===== src/design/tbm_pkg.sv =====
// ----------------------------------------------------------------------------
// tbm_pkg
// Shared types and constants of the temporal band-pass magnifier.
// ----------------------------------------------------------------------------
package tbm_pkg;

	// channel counts and field widths
	localparam int unsigned CHANNELS  = 3;
	localparam int unsigned IDX_W     = 7;
	localparam int unsigned SAMPLE_W  = 12;
	localparam int unsigned LP_W      = 20;
	localparam int unsigned COEF_W    = 16;
	localparam int unsigned GAIN_W    = 10;
	localparam int unsigned BOOST_W   = 31;
	localparam int unsigned CFG_IDX_W = 2;
	localparam int unsigned CFG_DAT_W = 16;

	// register indexes of the configuration port
	typedef enum logic [CFG_IDX_W-1:0] {
		CFG_COEF_HIGH = 2'd0,
		CFG_COEF_LOW  = 2'd1,
		CFG_GAIN      = 2'd2
	} tbm_cfg_idx_t;

	// reset values of the registers
	localparam logic [COEF_W-1:0] COEF_HIGH_RST = 16'd8738;
	localparam logic [COEF_W-1:0] COEF_LOW_RST  = 16'd7646;
	localparam logic [GAIN_W-1:0] GAIN_RST      = 10'd200;

	typedef logic [LP_W-1:0] tbm_lp_t;

	// one stored entry: fast and slow lowpass of every channel
	typedef struct packed {
		tbm_lp_t [CHANNELS-1:0] fast;
		tbm_lp_t [CHANNELS-1:0] slow;
	} tbm_state_t;

	// configuration seen by the datapath
	typedef struct packed {
		logic [COEF_W-1:0] coef_high;
		logic [COEF_W-1:0] coef_low;
		logic [GAIN_W-1:0] gain;
	} tbm_coef_t;

endpackage


===== src/design/tbm_chan.sv =====
// ----------------------------------------------------------------------------
// tbm_chan
// Datapath of one colour channel: fast and slow lowpass update, band
// difference and gain, over stages s1 to s3.
// ----------------------------------------------------------------------------
module tbm_chan
	import tbm_pkg::*;
(
	input  logic                      clk,
	input  logic                      en,
	input  logic                      load_s1,
	input  tbm_lp_t                   x_s1,
	input  tbm_lp_t                   fast_s1,
	input  tbm_lp_t                   slow_s1,
	input  tbm_coef_t                 coefs,
	output tbm_lp_t                   fast_new_s2,
	output tbm_lp_t                   slow_new_s2,
	output logic signed [BOOST_W-1:0] boost_s3
);

	localparam int unsigned DIFF_W = LP_W + 1;
	localparam int unsigned PROD_W = COEF_W + 1 + DIFF_W;
	localparam int unsigned MUL_W  = GAIN_W + 1 + DIFF_W;

	logic signed [DIFF_W-1:0] fast_err;
	logic signed [DIFF_W-1:0] slow_err;
	logic signed [PROD_W-1:0] fast_prod_s2;
	logic signed [PROD_W-1:0] slow_prod_s2;
	logic                     load_s2;
	tbm_lp_t                  x_s2;
	tbm_lp_t                  fast_s2;
	tbm_lp_t                  slow_s2;
	logic signed [DIFF_W-1:0] band_s3;
	logic signed [MUL_W-1:0]  boost_full;

	// s1: error to the sample, scaled by the smoothing factor
	assign fast_err = $signed({1'b0, x_s1}) - $signed({1'b0, fast_s1});
	assign slow_err = $signed({1'b0, x_s1}) - $signed({1'b0, slow_s1});

	always_ff @(posedge clk) begin
		if (en) begin
			fast_prod_s2 <= $signed({1'b0, coefs.coef_high}) * fast_err;
			slow_prod_s2 <= $signed({1'b0, coefs.coef_low}) * slow_err;
			load_s2      <= load_s1;
			x_s2         <= x_s1;
			fast_s2      <= fast_s1;
			slow_s2      <= slow_s1;
		end
	end

	// s2: floor of the product over 2^16 added in, or seeded from the sample
	assign fast_new_s2 = load_s2 ? x_s2 : fast_s2 + fast_prod_s2[LP_W+COEF_W-1:COEF_W];
	assign slow_new_s2 = load_s2 ? x_s2 : slow_s2 + slow_prod_s2[LP_W+COEF_W-1:COEF_W];

	always_ff @(posedge clk) begin
		if (en) begin
			band_s3 <= $signed({1'b0, fast_new_s2}) - $signed({1'b0, slow_new_s2});
		end
	end

	// s3: amplified band difference, always within 31 signed bits
	assign boost_full = $signed({1'b0, coefs.gain}) * band_s3;
	assign boost_s3   = boost_full[BOOST_W-1:0];

endmodule


===== config.mk =====
export PLATFORM = sky130hd
export DESIGN_NAME = tbm_chan
export DESIGN_NICKNAME = d
export VERILOG_FILES = /design/src/design/tbm_pkg.sv /design/src/design/tbm_chan.sv
export SDC_FILE = /design/constraint.sdc
export NUM_CORES = 2
export LEC_CHECK = 0
export BUFFER_PORTS_ARGS = -buffer_cell sky130_fd_sc_hd__buf_4
export CORE_ASPECT_RATIO = 1.1
export CORE_MARGIN = 2
export CORE_UTILIZATION = 60
export CTS_BUF_LIST = sky130_fd_sc_hd__clkbuf_2
export DETAILED_ROUTE_END_ITERATION = 12
export PLACE_DENSITY = 0.89
export RECOVER_POWER = 50
export SLEW_MARGIN = 20
export SYNTH_ARGS = -nofsm -noshare
export SYNTH_HDL_FRONTEND = slang
export SYNTH_SLANG_ARGS = --single-unit

===== constraint.sdc =====
create_clock -name clk -period 8.35 [get_ports clk]
set_input_delay 0.835 -clock clk [delete_from_list [all_inputs] [get_ports clk]]
set_output_delay 0.835 -clock clk [all_outputs]
set_load 0.005 [all_outputs]

==> flow_metrics.tcl <==
set metrics [dict create \
    grt_antenna_before_repair 5 \
    path_class "input pin to flip-flop" \
    cts_buffers 17 \
    grt_pass1_vias 34100 \
    grt_first_pass_wirelength_mm 166 \
    cp_max_fo 4 \
    yosysWarnings 0 \
    wl_mm 103 \
    drtPass1Iterations 6 \
    synth-seq-cells 122 \
    cts_buffer_depth 2 \
    r2r_start "slow_prod_s2[16]$_DFFE_PP_" \
    port_buffers 175 \
    worstPathArrival_ns 8.64 \
    dp.final_hpwl_mm 84.3 \
    hp-class "input pin to flip-flop" \
    vias 31000 \
    syn_nets 5542 \
    area_growth_pct 11.9 \
    holdPathStages 1 \
    layout-drive-gt1-share_pct 12.6 \
    slowest_delay_ns 0.56 \
    min_period_over_period_pct 97.3 \
    max_freq_mhz 123 \
    rsz0062_at_grt "true" \
    finalSetupViolations 0 \
    clk_latency_ns 0.71 \
    ys_dominant_reg_cell "edfxtp_1" \
    yosysTopAreaCell "fa_1" \
    yosysUniqueCellTypes 69 \
    ff2ff_setup_slack_ns 2.55 \
    tightest_slew_ns 1.11 \
    synth_top_area_share_pct 42.4 \
    synthArstFlopShare_pct 0 \
    htree_levels 4 \
    fp.dieH_um 272 \
    hp-start "load_s1" \
    nets 5865 \
    track_usage_pct 31.5 \
    critPathLaunchType "input pin" \
    period_needed_ns 8.13 \
    via_per_inst 5.69 \
    rr_worst_depth 18 \
    cts_tree "built" \
    syn_area_um2 39100 \
    coreArea_um2 64700 \
    clkSinkCount 122 \
    seq_area_frac_synth_pct 9.37 \
    dieArea_um2 67300 \
    grt-ovfl-total 0 \
    drc 0 \
    synth_edf_count 122 \
    fp.dieW_um 247 \
    ant_nets 0 \
    critPathCaptureType "flip-flop" \
    synthTopCellsByArea "fa_1 (42%), ha_1 (11%), inv_1 (10%)" \
    pin_count 176 \
    avgRoutedWirePerCell_um 18.8 \
    cts_root_buf "clkbuf_2" \
    clk_pin_slew_ns 0.23 \
    crit_top_cell "fa_1" \
    grt_start_max_net_pins 90 \
    syn_inst 4266 \
    r2r_end "band_s3[20]$_DFFE_PP_" \
    min_to "load_s2$_DFFE_PP_" \
    drt_iter0_drc 2640 \
    slowest_stage "fa_1" \
    finalHoldViolations 0 \
    start_util_pct 60.4 \
    drv_slew 0 \
    synth_area_per_cell_um2 9.17 \
    status "finished clean" \
    crit_required_ns 8.86 \
    max_cap_violations 0 \
    cts_hold_buffers 0 \
    gp_congestion 0.936 \
    rows 98 \
    clock-skew-final_ns 0.0436 \
    slew_headroom_pct 25.3 \
    tns_ns 0 \
]
-- flip-flops by register name, summed over array words and instances, names as in the netlist --
name          flops
band_s3          21
fast_prod_s2     20
fast_s2          20
slow_prod_s2     20
slow_s2          20
x_s2             20
load_s2           1
-- stage by stage --
step / setup WS, ns / utilization [%] / cells / cell area (um2) / hold slack [ns]
after floorplan: -0.0408 / - / 4266 / 39200 / 0.807
after global placement: -0.507 / 66.7 / 5413 / 43200 / 0.846
after detailed placement: -0.757 / 66.7 / 5413 / 43200 / 0.919
after CTS: 0.0192 / 67.1 / 5445 / 43500 / 0.260
after global routing: -0.0680 / 67.6 / 5454 / 43800 / 0.273
final: 0.222 / 67.6 / 5455 / 43800 / 0.291
-- worst max path at each step --
stage	startpoint	endpoint	slack (ns)	cells after the start
after CTS	x_s1[0]	fast_prod_s2[35]$_DFFE_PP_	0.02	35
final	x_s1[3]	fast_prod_s2[35]$_DFFE_PP_	0.22	31
after global routing	x_s1[3]	fast_prod_s2[35]$_DFFE_PP_	-0.07	31
after detailed placement	x_s1[0]	fast_prod_s2[35]$_DFFE_PP_	-0.76	33
after global placement	x_s1[0]	slow_prod_s2[35]$_DFFE_PP_	-0.51	36
after floorplan	x_s1[0]	slow_prod_s2[35]$_DFFE_PP_	-0.04	33
-- synth_stat cells, types with 45 or more instances --
library cell,n
fa_1,829
o21ai_0,72
nor2_1,102
nand2_1,519
nand3_1,50
nand2b_1,52
and2_1,340
inv_1,1045
xnor2_1,114
nor2b_1,63
a21oi_1,91
edfxtp_1,122
ha_1,342
xor2_1,45
clkbuf_1,157
-- critical path: cells and delay by family --
family / cells / cell delay (ns)
AND/OR/NAND/NOR: 4 / 0.78
adder cells (fa/ha/maj): 8 / 3.54
AO/OA/AOI/OAI: 11 / 2.68
XOR/XNOR: 2 / 0.32
buffers and inverters: 6 / 0.47
-- kinds of logic after synthesis --
| family | count (synthesis) | synth area share [%] |
|---|---|---|
| mux | 18 | 0.496 |
| buf+inv | 1205 | 11.6 |
| flops | 122 | 9.37 |
| simple gates | 1230 | 15.5 |
| xor+xnor | 159 | 3.56 |
| compound gates | 361 | 6.11 |
| fa+ha+maj | 1171 | 53.4 |
-- metal layers --
layer | track usage (%) | vias up | wire length [um] | part of all wire, %
li1 | - | 13400 | - | -
met5 | 0 | - | 9 | 0.0088
met1 | 38.5 | 15500 | 36400 | 35
met2 | 53.0 | 1665 | 50300 | 49
met3 | 6.88 | 447 | 10500 | 10
met4 | 14.9 | 2 | 5330 | 5.2
-- what timing repair did --
| action | 4_1_cts | 5_1_grt |
|---|---|---|
| endpoints found under the hold margin | 0 | 0 |
| endpoints found under the setup margin | 0 | 22 |
| buffers inserted | 0 | 7 |
| resized for setup | 0 | 80 |
-- cells in the final DEF, fill, tap and decap left out, drive strengths merged, types with 15 or more instances in the layout --
cell       n
buf      448
inv     1044
nand3     50
nor3      28
xnor2    114
o21ai     83
nor2     102
nor2b     63
a21oi     91
clkbuf    36
nand2    519
edfxtp   122
and2     340
nand2b    52
or3       15
fa       829
and3      34
a211oi    18
a21o      44
o21a      31
xor2      45
ha       342
-- final cells by class --
cell class	instances	area, um2
multi-input cells	2939	31300
fillers	4642	21000
inverters	1045	3940
flip-flops and latches	122	3660
repair buffers	464	3560
well taps	850	1060
clock inverters	12	174
clock buffers	20	100
diodes	3	7.51
Power is not shown: default switching activity piles up to over one toggle a cycle in this logic, so the estimate is an artifact.
